## config.mk

```make
export PLATFORM = sky130hd
export DESIGN_NAME = wheel_speed_planner_differential
export DESIGN_NICKNAME = d
export VERILOG_FILES = /design/src/design/wspd_pkg.sv /design/src/design/wheel_speed_planner_differential.sv
export SDC_FILE = /design/constraint.sdc
export NUM_CORES = 2
export LEC_CHECK = 0
export ABC_AREA = 0
export BUFFER_PORTS_ARGS = -buffer_cell sky130_fd_sc_hd__buf_2
export CAP_MARGIN = 20
export CORE_ASPECT_RATIO = 0.75
export CORE_UTILIZATION = 40
export DETAILED_ROUTE_END_ITERATION = 10
export GPL_TIMING_DRIVEN = 0
export PLACE_DENSITY = 0.61
export SYNTH_ARGS = -nofsm -noshare
export SYNTH_HDL_FRONTEND = slang
export SYNTH_SLANG_ARGS = --single-unit
```

## constraint.sdc

```tcl
create_clock -name clk -period 23.9 [get_ports clk]
set_input_delay 1.195 -clock clk [delete_from_list [all_inputs] [get_ports clk]]
set_output_delay 1.195 -clock clk [all_outputs]
set_load 0.05 [all_outputs]
```

## src/design/wspd_pkg.sv

```systemverilog
`default_nettype none
package wspd_pkg;

	localparam int TARGET_BITS_DEF = 16;
	localparam int CFG_DATA_W      = 17;
	localparam int CFG_IDX_W       = 3;

	localparam logic [7:0]  BOOST_MAX   = 8'd130;
	localparam logic [14:0] ACCEL_STEP  = 15'd2;
	localparam logic [14:0] DECEL_STEP  = 15'd10;
	localparam logic [14:0] PROSP_LO    = 15'd20480;
	localparam logic [12:0] PROSP_SPAN  = 13'd4096;
	localparam logic [15:0] STEER_LO    = 16'd768;
	localparam logic [12:0] STEER_SPAN  = 13'd4352;
	localparam logic [13:0] SMOOTH_K    = 14'd12288;

	// turn cap rounding: (x + 4352/2) / 4352 as ((x + 2176) >> 8) / 17
	localparam logic [20:0] TURN_RND    = 21'd2176;
	// ceil(2^16 / 17), exact for dividends below 4096
	localparam logic [16:0] RECIP_17    = 17'd3856;

	localparam logic [13:0] DEADBAND_MAX = 14'd14080;
	localparam logic [16:0] GAIN_MAX     = 17'd65536;
	localparam logic [15:0] RATIO_MAX    = 16'd52429;
	localparam logic [16:0] SCALE_MAX    = 17'd65536;
	localparam logic [14:0] TGT_MAX      = 15'd32767;

	typedef enum logic [1:0] {
		FUNC_TICK  = 2'd0,
		FUNC_START = 2'd1,
		FUNC_STOP  = 2'd2,
		FUNC_NOP   = 2'd3
	} func_t;

	typedef enum logic [CFG_IDX_W-1:0] {
		CFG_DIFF_EN   = 3'd0,
		CFG_DEADBAND  = 3'd1,
		CFG_GAIN      = 3'd2,
		CFG_RATIO     = 3'd3,
		CFG_SCALE     = 3'd4,
		CFG_RUN_MAX   = 3'd5,
		CFG_WHEEL_MAX = 3'd6,
		CFG_UNUSED    = 3'd7
	} cfg_idx_t;

endpackage
`default_nettype wire

```

## src/design/wheel_speed_planner_differential.sv

```systemverilog
// Wheel speed planner with steering differential.
//
// Input channel (in_valid / in_stall) carries one control tick item: func,
// base_speed, prospect and steer_demand. Output channel (out_valid /
// out_stall) returns exactly one result item per input item.
// The configuration port (cfg_we, cfg_index, cfg_data) writes one register
// per cycle; values above a register's limit saturate, unused indexes drop.
//
// Start, stop and unused codes, and a tick with zero base speed, go from accept
// straight to S_FINISH, which raises out_valid. An update tick runs the shared
// 33x17 multiplier for five steps (smoothstep, turn cap, reciprocal for the
// divide by 17). With the wheel split it adds the restoring divider for the
// ratio, one quotient bit per cycle over 17 bits, and three more multiplies.
// One item is in work at a time and in_stall is high meanwhile; the result
// sits in an output register, so the next item is accepted while an earlier
// result still waits to be taken.
//
// Reset clears the plan (not valid, speed 0) and loads the default register
// values. When the receiver stalls, the finished item waits in the sequencer
// until the output register frees up; in_stall stays high until then.
`default_nettype none
module wheel_speed_planner_differential #(
	parameter int TARGET_BITS = wspd_pkg::TARGET_BITS_DEF
) (
	input  wire logic                              clk,
	input  wire logic                              arst_n,
	input  wire logic                              in_valid,
	output      logic                              in_stall,
	input  wire logic [1:0]                        func,
	input  wire logic signed [15:0]                base_speed,
	input  wire logic [15:0]                       prospect,
	input  wire logic signed [15:0]                steer_demand,
	output      logic                              out_valid,
	input  wire logic                              out_stall,
	output      logic [14:0]                       left_speed,
	output      logic [14:0]                       right_speed,
	output      logic [14:0]                       planned_target,
	output      logic [14:0]                       boosted_target,
	output      logic [14:0]                       turn_limit,
	output      logic                              diff_active,
	input  wire logic                              cfg_we,
	input  wire logic [wspd_pkg::CFG_IDX_W-1:0]    cfg_index,
	input  wire logic [wspd_pkg::CFG_DATA_W-1:0]   cfg_data
);
	import wspd_pkg::*;

	// Clamp imposed by the target width
	localparam int TMAX_I = (TARGET_BITS >= 16) ? 32767 : ((1 << (TARGET_BITS - 1)) - 1);
	localparam logic [14:0] TMAX = 15'(TMAX_I);

	typedef enum logic [3:0] {
		S_IDLE, S_NN, S_ND, S_NS, S_TURN, S_RCP, S_PLAN, S_GE, S_DIV, S_RED, S_OUT,
		S_FINISH
	} state_t;

	state_t state_q;

	// configuration registers
	logic        diff_en_q;
	logic [13:0] deadband_q;
	logic [16:0] gain_q;
	logic [15:0] ratio_lim_q;
	logic [16:0] scale_q;
	logic [14:0] run_max_q;
	logic [14:0] wheel_max_q;

	// plan state
	logic [14:0] plan_q;
	logic        plan_valid_q;

	// item working registers
	logic [14:0] b_q;
	logic [7:0]  d_q;
	logic [12:0] n_q;
	logic [12:0] k_q;
	logic [15:0] e_q;
	logic        left_turn_q;
	logic [32:0] t_q;
	logic [11:0] y_q;
	logic [14:0] vis_q;
	logic [14:0] turn_q;
	logic [14:0] bs_q;
	logic [15:0] r_q;
	logic [31:0] red_q;

	// divider
	logic [31:0] rem_q;
	logic [16:0] lo_q;
	logic [31:0] den_q;
	logic [15:0] quo_q;
	logic [4:0]  cnt_q;

	// pending result
	logic [14:0] res_left_q, res_right_q, res_plan_q, res_vis_q, res_turn_q;
	logic        res_act_q;

	// output register
	logic        out_valid_q;
	logic [14:0] left_q, right_q, planned_q, vision_q, turn_lim_q;
	logic        act_q;

	// derived clamps
	logic [14:0] run_max, wheel_max;
	assign run_max   = (run_max_q   > TMAX) ? TMAX : run_max_q;
	assign wheel_max = (wheel_max_q > TMAX) ? TMAX : wheel_max_q;

	// input decode at accept
	logic        in_acc;
	func_t       fn_in;
	logic [14:0] b_in;
	logic [15:0] mag_in;
	logic [15:0] e_in;
	logic [12:0] n_in;
	logic [12:0] k_in;
	logic [15:0] pmax_in;
	logic [14:0] pmax15;
	logic [15:0] p_off;
	logic [15:0] s_off;

	assign in_acc = in_valid && !in_stall;
	assign fn_in  = func_t'(func);

	always_comb begin
		if (base_speed[15])
			b_in = '0;
		else if (base_speed[14:0] > run_max)
			b_in = run_max;
		else
			b_in = base_speed[14:0];
		mag_in = steer_demand[15] ? 16'(-steer_demand) : 16'(steer_demand);
		e_in   = (mag_in > {2'b00, deadband_q}) ? (mag_in - {2'b00, deadband_q}) : '0;
		p_off  = prospect - {1'b0, PROSP_LO};
		if (prospect <= {1'b0, PROSP_LO})
			n_in = '0;
		else if (p_off > {3'b000, PROSP_SPAN})
			n_in = PROSP_SPAN;
		else
			n_in = p_off[12:0];
		s_off = mag_in - STEER_LO;
		if (mag_in <= STEER_LO)
			k_in = '0;
		else if (s_off > {3'b000, STEER_SPAN})
			k_in = STEER_SPAN;
		else
			k_in = s_off[12:0];
		pmax_in = {1'b0, b_in} + {8'd0, BOOST_MAX};
		pmax15  = (pmax_in > {1'b0, run_max}) ? run_max : pmax_in[14:0];
	end

	// shared multiplier
	logic [32:0] mul_a;
	logic [16:0] mul_b;
	logic [49:0] mul_p;

	always_comb begin
		mul_a = '0;
		mul_b = '0;
		unique case (state_q)
			S_NN: begin
				mul_a = {20'd0, n_q};
				mul_b = {4'd0, n_q};
			end
			S_ND: begin
				mul_a = t_q;
				mul_b = {9'd0, d_q};
			end
			S_NS: begin
				mul_a = t_q;
				mul_b = {3'd0, SMOOTH_K - {n_q, 1'b0}};
			end
			S_TURN: begin
				mul_a = {25'd0, d_q};
				mul_b = {4'd0, STEER_SPAN - k_q};
			end
			S_RCP: begin
				mul_a = {21'd0, y_q};
				mul_b = RECIP_17;
			end
			S_GE: begin
				mul_a = {17'd0, e_q};
				mul_b = gain_q;
			end
			S_RED: begin
				mul_a = {18'd0, bs_q};
				mul_b = {1'b0, r_q};
			end
			S_OUT: begin
				mul_a = {1'b0, red_q};
				mul_b = scale_q;
			end
			default: begin
				mul_a = '0;
				mul_b = '0;
			end
		endcase
		mul_p = 50'(mul_a) * 50'(mul_b);
	end

	// divider step
	logic [32:0] div_sh, div_diff;
	logic        div_bit;
	logic [16:0] div_quo;
	assign div_sh   = {rem_q, lo_q[16]};
	assign div_diff = div_sh - {1'b0, den_q};
	assign div_bit  = (div_sh >= {1'b0, den_q});
	assign div_quo  = {quo_q, div_bit};

	// step-local arithmetic
	logic [49:0] vis_sum;
	logic [20:0] turn_rnd;
	logic [31:0] ge;
	logic [31:0] ratio_den;
	logic [47:0] ratio_num;
	logic [14:0] raw, plan_base, plan_next, slew_diff, bs_next;
	logic        split_on;
	logic [32:0] inner_sum;
	logic [49:0] outer_sum;
	logic [15:0] inner_w;
	logic [17:0] outer_w;
	logic [14:0] inner_c, outer_c, bs_c;

	always_comb begin
		vis_sum   = mul_p + (50'd1 << 35);
		turn_rnd  = mul_p[20:0] + TURN_RND;
		ge        = mul_p[31:0];
		ratio_den = 32'd33554432 + ge;
		ratio_num = {ge, 16'd0} + {17'd0, ratio_den[31:1]};

		raw       = (vis_q < turn_q) ? vis_q : turn_q;
		plan_base = plan_valid_q ? plan_q : b_q;
		if (raw > plan_base) begin
			slew_diff = raw - plan_base;
			plan_next = plan_base + ((slew_diff > ACCEL_STEP) ? ACCEL_STEP : slew_diff);
		end else begin
			slew_diff = plan_base - raw;
			plan_next = plan_base - ((slew_diff > DECEL_STEP) ? DECEL_STEP : slew_diff);
		end
		bs_next  = (plan_next > run_max) ? run_max : plan_next;
		bs_c     = (bs_next > wheel_max) ? wheel_max : bs_next;
		split_on = diff_en_q && (bs_next != '0) && (e_q != '0) && (gain_q != '0)
			&& (ratio_lim_q != '0);

		inner_sum = {2'd0, bs_q, 16'd0} - {1'b0, red_q} + 33'd32768;
		outer_sum = {3'd0, bs_q, 32'd0} + mul_p + (50'd1 << 31);
		inner_w   = inner_sum[31:16];
		outer_w   = outer_sum[49:32];
		inner_c   = (inner_w > {1'b0, wheel_max}) ? wheel_max : inner_w[14:0];
		outer_c   = (outer_w > {3'd0, wheel_max}) ? wheel_max : outer_w[14:0];
	end

	assign in_stall = (state_q != S_IDLE);

	// configuration port
	always_ff @(posedge clk or negedge arst_n) begin
		if (!arst_n) begin
			diff_en_q   <= 1'b1;
			deadband_q  <= 14'd768;
			gain_q      <= 17'd15729;
			ratio_lim_q <= 16'd52429;
			scale_q     <= 17'd13107;
			run_max_q   <= 15'd1000;
			wheel_max_q <= 15'd2000;
		end else if (cfg_we) begin
			unique case (cfg_idx_t'(cfg_index))
				CFG_DIFF_EN:   diff_en_q <= cfg_data[0];
				CFG_DEADBAND:  deadband_q <= (cfg_data > {3'd0, DEADBAND_MAX}) ?
					DEADBAND_MAX : cfg_data[13:0];
				CFG_GAIN:      gain_q <= (cfg_data > GAIN_MAX) ? GAIN_MAX : cfg_data;
				CFG_RATIO:     ratio_lim_q <= (cfg_data > {1'b0, RATIO_MAX}) ?
					RATIO_MAX : cfg_data[15:0];
				CFG_SCALE:     scale_q <= (cfg_data > SCALE_MAX) ? SCALE_MAX : cfg_data;
				CFG_RUN_MAX:   run_max_q <= (cfg_data > {2'd0, TGT_MAX}) ?
					TGT_MAX : cfg_data[14:0];
				CFG_WHEEL_MAX: wheel_max_q <= (cfg_data > {2'd0, TGT_MAX}) ?
					TGT_MAX : cfg_data[14:0];
				default: ;
			endcase
		end
	end

	// sequencer
	always_ff @(posedge clk or negedge arst_n) begin
		if (!arst_n) begin
			state_q      <= S_IDLE;
			plan_q       <= '0;
			plan_valid_q <= 1'b0;
			out_valid_q  <= 1'b0;
			cnt_q        <= '0;
		end else begin
			// drop the result once taken, unless a new one loads now
			if (out_valid_q && !out_stall && (state_q != S_FINISH))
				out_valid_q <= 1'b0;

			unique case (state_q)
				S_IDLE: begin
					if (in_acc) begin
						b_q         <= b_in;
						d_q         <= 8'(pmax15 - b_in);
						n_q         <= n_in;
						k_q         <= k_in;
						e_q         <= e_in;
						left_turn_q <= !steer_demand[15] && (steer_demand != '0);
						res_left_q  <= '0;
						res_right_q <= '0;
						res_act_q   <= 1'b0;
						res_plan_q  <= (fn_in == FUNC_START) ? b_in :
							((fn_in == FUNC_NOP) ? plan_q : '0);
						res_vis_q   <= (fn_in == FUNC_START) ? b_in : '0;
						res_turn_q  <= (fn_in == FUNC_START) ? b_in : '0;
						state_q     <= (fn_in == FUNC_TICK && b_in != '0) ? S_NN : S_FINISH;
						case (fn_in)
							FUNC_START: begin
								plan_q       <= b_in;
								plan_valid_q <= 1'b1;
							end
							FUNC_STOP: begin
								plan_q       <= '0;
								plan_valid_q <= 1'b0;
							end
							FUNC_TICK: begin
								if (b_in == '0) begin
									plan_q       <= '0;
									plan_valid_q <= 1'b1;
								end
							end
							default: ;
						endcase
					end
				end
				S_NN: begin
					t_q     <= mul_p[32:0];
					state_q <= S_ND;
				end
				S_ND: begin
					t_q     <= mul_p[32:0];
					state_q <= S_NS;
				end
				S_NS: begin
					vis_q   <= b_q + 15'(vis_sum[49:36]);
					state_q <= S_TURN;
				end
				S_TURN: begin
					// round and take out the factor 256 of 4352
					y_q     <= turn_rnd[19:8];
					state_q <= S_RCP;
				end
				S_RCP: begin
					turn_q  <= b_q + mul_p[30:16];
					state_q <= S_PLAN;
				end
				S_PLAN: begin
					plan_q       <= plan_next;
					plan_valid_q <= 1'b1;
					bs_q         <= bs_next;
					res_plan_q   <= plan_next;
					res_vis_q    <= vis_q;
					res_turn_q   <= turn_q;
					res_left_q   <= bs_c;
					res_right_q  <= bs_c;
					state_q      <= split_on ? S_GE : S_FINISH;
				end
				S_GE: begin
					rem_q   <= {1'b0, ratio_num[47:17]};
					lo_q    <= ratio_num[16:0];
					den_q   <= ratio_den;
					quo_q   <= '0;
					cnt_q   <= 5'd16;
					state_q <= S_DIV;
				end
				S_DIV: begin
					rem_q <= div_bit ? div_diff[31:0] : div_sh[31:0];
					lo_q  <= {lo_q[15:0], 1'b0};
					quo_q <= div_quo[15:0];
					cnt_q <= cnt_q - 5'd1;
					if (cnt_q == '0) begin
						r_q     <= (div_quo > {1'b0, ratio_lim_q}) ? ratio_lim_q : div_quo[15:0];
						state_q <= S_RED;
					end
				end
				S_RED: begin
					red_q   <= mul_p[31:0];
					state_q <= S_OUT;
				end
				S_OUT: begin
					res_left_q  <= left_turn_q ? inner_c : outer_c;
					res_right_q <= left_turn_q ? outer_c : inner_c;
					res_act_q   <= 1'b1;
					state_q     <= S_FINISH;
				end
				S_FINISH: begin
					// hold until the output register is free
					if (!out_valid_q || !out_stall) begin
						out_valid_q <= 1'b1;
						left_q      <= res_left_q;
						right_q     <= res_right_q;
						planned_q   <= res_plan_q;
						vision_q    <= res_vis_q;
						turn_lim_q  <= res_turn_q;
						act_q       <= res_act_q;
						state_q     <= S_IDLE;
					end
				end
				default: state_q <= S_IDLE;
			endcase
		end
	end

	assign out_valid      = out_valid_q;
	assign left_speed     = left_q;
	assign right_speed    = right_q;
	assign planned_target = planned_q;
	assign boosted_target = vision_q;
	assign turn_limit     = turn_lim_q;
	assign diff_active    = act_q;

	// boosted target stays within the boost window above the base
	a_vis_window: assert property (@(posedge clk) disable iff (!arst_n)
		(state_q == S_PLAN) |-> (vis_q >= b_q) && ({1'b0, vis_q} <= {1'b0, b_q} + 16'd130))
		else $error("boosted target outside boost window");

	// turn cap never falls below the base
	a_turn_floor: assert property (@(posedge clk) disable iff (!arst_n)
		(state_q == S_PLAN) |-> (turn_q >= b_q))
		else $error("turn cap below base");

	// capped ratio respects the limit
	a_ratio_cap: assert property (@(posedge clk) disable iff (!arst_n)
		(state_q == S_OUT) |-> (r_q <= ratio_lim_q))
		else $error("ratio above limit");

	// the plan moves by at most one slew step per tick
	a_slew: assert property (@(posedge clk) disable iff (!arst_n)
		($past(state_q) == S_PLAN && $past(plan_valid_q)) |->
		(({1'b0, plan_q} <= {1'b0, $past(plan_q)} + 16'd2)
		&& ({1'b0, plan_q} + 16'd10 >= {1'b0, $past(plan_q)})))
		else $error("plan slew exceeded");

endmodule
`default_nettype wire
```

==> run_results.csv <==
group,metric,value,unit
floorplan,placeableCoreArea,133800,um^2
routing,detail_route.iter0.violations,5658,
routing,post-route-drc-count,0,
grt,number_of_antenna_violations_at_the_first_check_in_global_routing,12,
floorplan,pin_count,153,
final_layout,area_growth,9.875,%
synth,yosysWarningCount,0,
critical_path,timing.critical_path.slowest_stage_cell,"sky130_fd_sc_hd__a2111oi_0",
floorplan,dieHeight,320.7,um
final_layout,final_cell_area,59520,um^2
critical_path,kind_of_start_point_of_the_critical_path,"flip-flop",
clock_tree,clock_tree.root_cell,"sky130_fd_sc_hd__clkbuf_16",
routing,dr_total_vias,45010,
routing,number_of_nets_with_antenna_violations_after_routing,0,
floorplan,initial_cell_density_of_the_core,40.48,%
synth,postSynth.asyncResetShare,21.08,%
final_layout,layout.filler_cells,12960,
floorplan,placementRows,116,
clock_tree,cts.sink_count,574,
placement,place_congestion,0.9937,
final_layout,nNetsFinal,6953,
clock_tree,h-tree-depth,2,
sta,setup_viol_count_final,0,
synth,edff_count_synth,453,
sta,timing.max_slew.rel_slack,-2.589,%
power,p_leak,25.92,nW
sta,finalHoldViolCount,0,
synth,synthCells,5733,
clock_tree,clk_pin_slew,0.07,ns
critical_path,critPathRequiredTime,24.28,ns
clock_tree,tritoncts_clock_tree,"done",
grt,overflow,0,
sta,fin_tns_setup,0,ns
power,p_per_area,156.7,nW/um^2
clock_tree,post-cts-setup-buffer-count,0,
placement,dp_hpwl,163.1,mm
synth,yosysSeqAreaShare,30.80,%
routing,viasPerCell,5.778,
synth,synth.ff_latch_count,574,
critical_path,critPathMaxStageDelay,1.13,ns
routing,totalWireLength,197.2,mm
synth,synthDominantCellAreaShare,25.11,%
grt,via_count_of_the_first_global_routing_pass,43200,
clock_tree,numCtsBuffers,53,
critical_path,crit_type,"reg -> reg",
placement,io_buffer_count,151,
clock_tree,holdBufCountCts,0,
clock_tree,cts-root-to-sink-buffers,3,
sta,maxClockFrequency,0.05857,GHz
synth,synthesized_cell_area,54170,um^2
run,cap_viol_max_count,0,
run_status,outcome,"finished with violations",
critical_path,worst-path-max-fanout,10,
min_path,timing.hold.worst.class,"in -> async",
critical_path,end_kind,"flip-flop",
routing,router_iterations_before_antenna_repair,8,
clock_tree,cts_repair_resizes,0,
final_layout,total_area_of_multi_input_combinational_cells,33620,um^2
final_layout,seq_area,16680,um^2
sta,clock_skew,0.02098,ns
final_layout,post_route_cells_drive_above_1_share,7.494,%
clock_tree,clk_latency,0.66,ns
floorplan,floorplan.die_area,136900,um^2
sta,grt_setup_unrepaired,"no",
placement,placed_area,57610,um^2
critical_path,cp.arrival,17.46,ns
synth,syn-mean-instance-area,9.448,um^2
floorplan,fp.dieW,426.9,um
routing,detail_route.wl_per_cell,25.32,um
sta,max_slew.worst_pin.slew,1.539,ns
synth,most_used_flip_flop_cell_after_synthesis,"sky130_fd_sc_hd__edfxtp_1",
final_layout,final_core_utilization,44.48,%
grt,grt.total_usage,28.72,%
synth,synth_cell_type_count,103,
grt,wire_length_of_the_first_global_routing_pass,289.5,mm
grt,grt_start_max_net_pins,97,
sta,post-route-min-period,17.07,ns
placement,post-place-ws,7.660,ns
synth,yosys-top-cells-area,"sky130_fd_sc_hd__edfxtp_1 25%, sky130_fd_sc_hd__fa_1 18%, sky130_fd_sc_hd__ha_1 9.9%",
sta,period_utilization,71.44,%
sta,finalMaxSlewViolations,3,
run_status,violations,"max-slew violations",
power,vdd.ir_drop.worst,144.8,uV
synth,synth.largest_area_cell,"sky130_fd_sc_hd__edfxtp_1",
sta,worst_slack,6.827,ns
-- synthesized netlist by cell type, types with 25 or more instances --
master and n:
sky130_fd_sc_hd__xnor2_1 175, sky130_fd_sc_hd__inv_1 828, sky130_fd_sc_hd__fa_1 474, sky130_fd_sc_hd__dfrtp_1 80
sky130_fd_sc_hd__nand4_1 58, sky130_fd_sc_hd__o21bai_1 25, sky130_fd_sc_hd__dfstp_2 41, sky130_fd_sc_hd__nand2_1 793
sky130_fd_sc_hd__and2_1 101, sky130_fd_sc_hd__edfxtp_1 453, sky130_fd_sc_hd__nor3_1 74, sky130_fd_sc_hd__a21oi_1 276
sky130_fd_sc_hd__nor2_1 332, sky130_fd_sc_hd__a211oi_1 43, sky130_fd_sc_hd__o21ai_0 267, sky130_fd_sc_hd__nor4_1 34
sky130_fd_sc_hd__and3_1 42, sky130_fd_sc_hd__nand3_1 90, sky130_fd_sc_hd__mux2_2 60, sky130_fd_sc_hd__ha_1 429
sky130_fd_sc_hd__xor2_1 81, sky130_fd_sc_hd__mux2i_1 60, sky130_fd_sc_hd__a21o_1 89, sky130_fd_sc_hd__nand2b_1 64
sky130_fd_sc_hd__a31oi_1 36, sky130_fd_sc_hd__o211ai_1 30, sky130_fd_sc_hd__clkbuf_1 200, sky130_fd_sc_hd__nor2b_1 61
sky130_fd_sc_hd__a22oi_1 50, sky130_fd_sc_hd__o21a_1 39
-- kinds of logic after synthesis --
kind of cell	Yosys count	synth area share, %
muxes	131	2.677
adders and majority gates	903	27.43
buffers and inverters	1047	7.345
other	2	0.01386
AOI/OAI and AO/OA	1073	12.71
xor gates and xnor gates	257	4.181
DFF	574	30.80
and+or+nand+nor	1746	14.85
-- layout make-up --
type	instances	area share, %
diodes	1	0.004205
plain buffers	215	1.438
clock buffers	59	2.338
clock inverters	39	0.7652
inverters	832	5.247
multi-input cells	4113	56.48
flip-flops and latches	574	28.03
well taps	1770	3.721
repair buffers	186	1.972
-- critical path: cells and delay by family, from the launching register on --
kind,cells,cell delay [ns]
xor gates and xnor gates,1,0.15
DFF,1,0.33
AOI/OAI and AO/OA,19,5.33
adders and majority gates,9,4.00
buffers and inverters,10,3.69
and+or+nand+nor,13,3.25
-- power by group --
part | internal [mW] | leakage, nW | switching (mW)
logic | 2.22 | 19.4 | 4.45
registers | 1.59 | 5.60 | 0.122
clock network | 0.521 | 0.905 | 0.428
-- through the flow --
stage,hold WS [ns],cells,total power [mW]
6_report,0.4132,7789,9.326
5_1_grt,0.4173,7788,9.909
4_1_cts,0.3976,7783,9.147
3_5_place_dp,0.4045,7685,8.170
3_3_place_gp,0.4018,7655,7.912
2_1_floorplan,0.4003,5734,5.816
-- cell usage in the layout, fill, tap and decap left out, types with 55 or more instances in the layout --
| cell | Yosys | final |
|---|---|---|
| sky130_fd_sc_hd__dfrtp_1 | 80 | 80 |
| sky130_fd_sc_hd__mux2i_1 | 60 | 60 |
| sky130_fd_sc_hd__a21o_1 | 89 | 89 |
| sky130_fd_sc_hd__clkbuf_1 | 200 | 204 |
| sky130_fd_sc_hd__nor3_1 | 74 | 72 |
| sky130_fd_sc_hd__nor2b_1 | 61 | 60 |
| sky130_fd_sc_hd__inv_1 | 828 | 828 |
| sky130_fd_sc_hd__o21ai_0 | 267 | 267 |
| sky130_fd_sc_hd__and2_1 | 101 | 98 |
| sky130_fd_sc_hd__edfxtp_1 | 453 | 453 |
| sky130_fd_sc_hd__buf_2 | 2 | 155 |
| sky130_fd_sc_hd__nand3_1 | 90 | 90 |
| sky130_fd_sc_hd__nor2_1 | 332 | 331 |
| sky130_fd_sc_hd__nand2b_1 | 64 | 64 |
| sky130_fd_sc_hd__nand2_1 | 793 | 793 |
| sky130_fd_sc_hd__xnor2_1 | 175 | 171 |
| sky130_fd_sc_hd__nand4_1 | 58 | 58 |
| sky130_fd_sc_hd__mux2_2 | 60 | 60 |
| sky130_fd_sc_hd__clkbuf_16 | 0 | 55 |
| sky130_fd_sc_hd__a21oi_1 | 276 | 276 |
| sky130_fd_sc_hd__fa_1 | 474 | 474 |
| sky130_fd_sc_hd__xor2_1 | 81 | 80 |
| sky130_fd_sc_hd__ha_1 | 429 | 429 |
-- path summary, 6_finish.rpt --
path	startpoint	endpoint	slack, ns	cells after the start
worst max-delay path	state_q[3]	res_left_q[13]	6.83	52
worst min-delay path	arst_n	deadband_q[10]	0.41	1
worst max register to register	state_q[3]	res_left_q[13]	6.83	52
worst min register to register	res_turn_q[14]	turn_limit[14]	0.42	0
max in group asynchronous	arst_n	wheel_max_q[6]	22.63	2
min in group clk	res_turn_q[14]	turn_limit[14]	0.42	0
-- metal layers --
metal / routed length [um] / vias up / GRT usage [%]
met3: 25840 / 295 / 8.497
li1: - / 19870 / -
met4: 5261 / 6 / 7.325
met2: 75870 / 2451 / 37.91
met1: 90210 / 22390 / 44.70
met5: 45 / - / 0
-- state kept, by name (all words and copies together) (netlist names), 16 cells and up --
register / flops
den_q: 32
r_q: 16
gain_q: 17
rem_q: 32
scale_q: 17
red_q: 32
t_q: 33
ratio_lim_q: 16
quo_q: 16
lo_q: 17
e_q: 16
(Power assumes the default switching activity.)
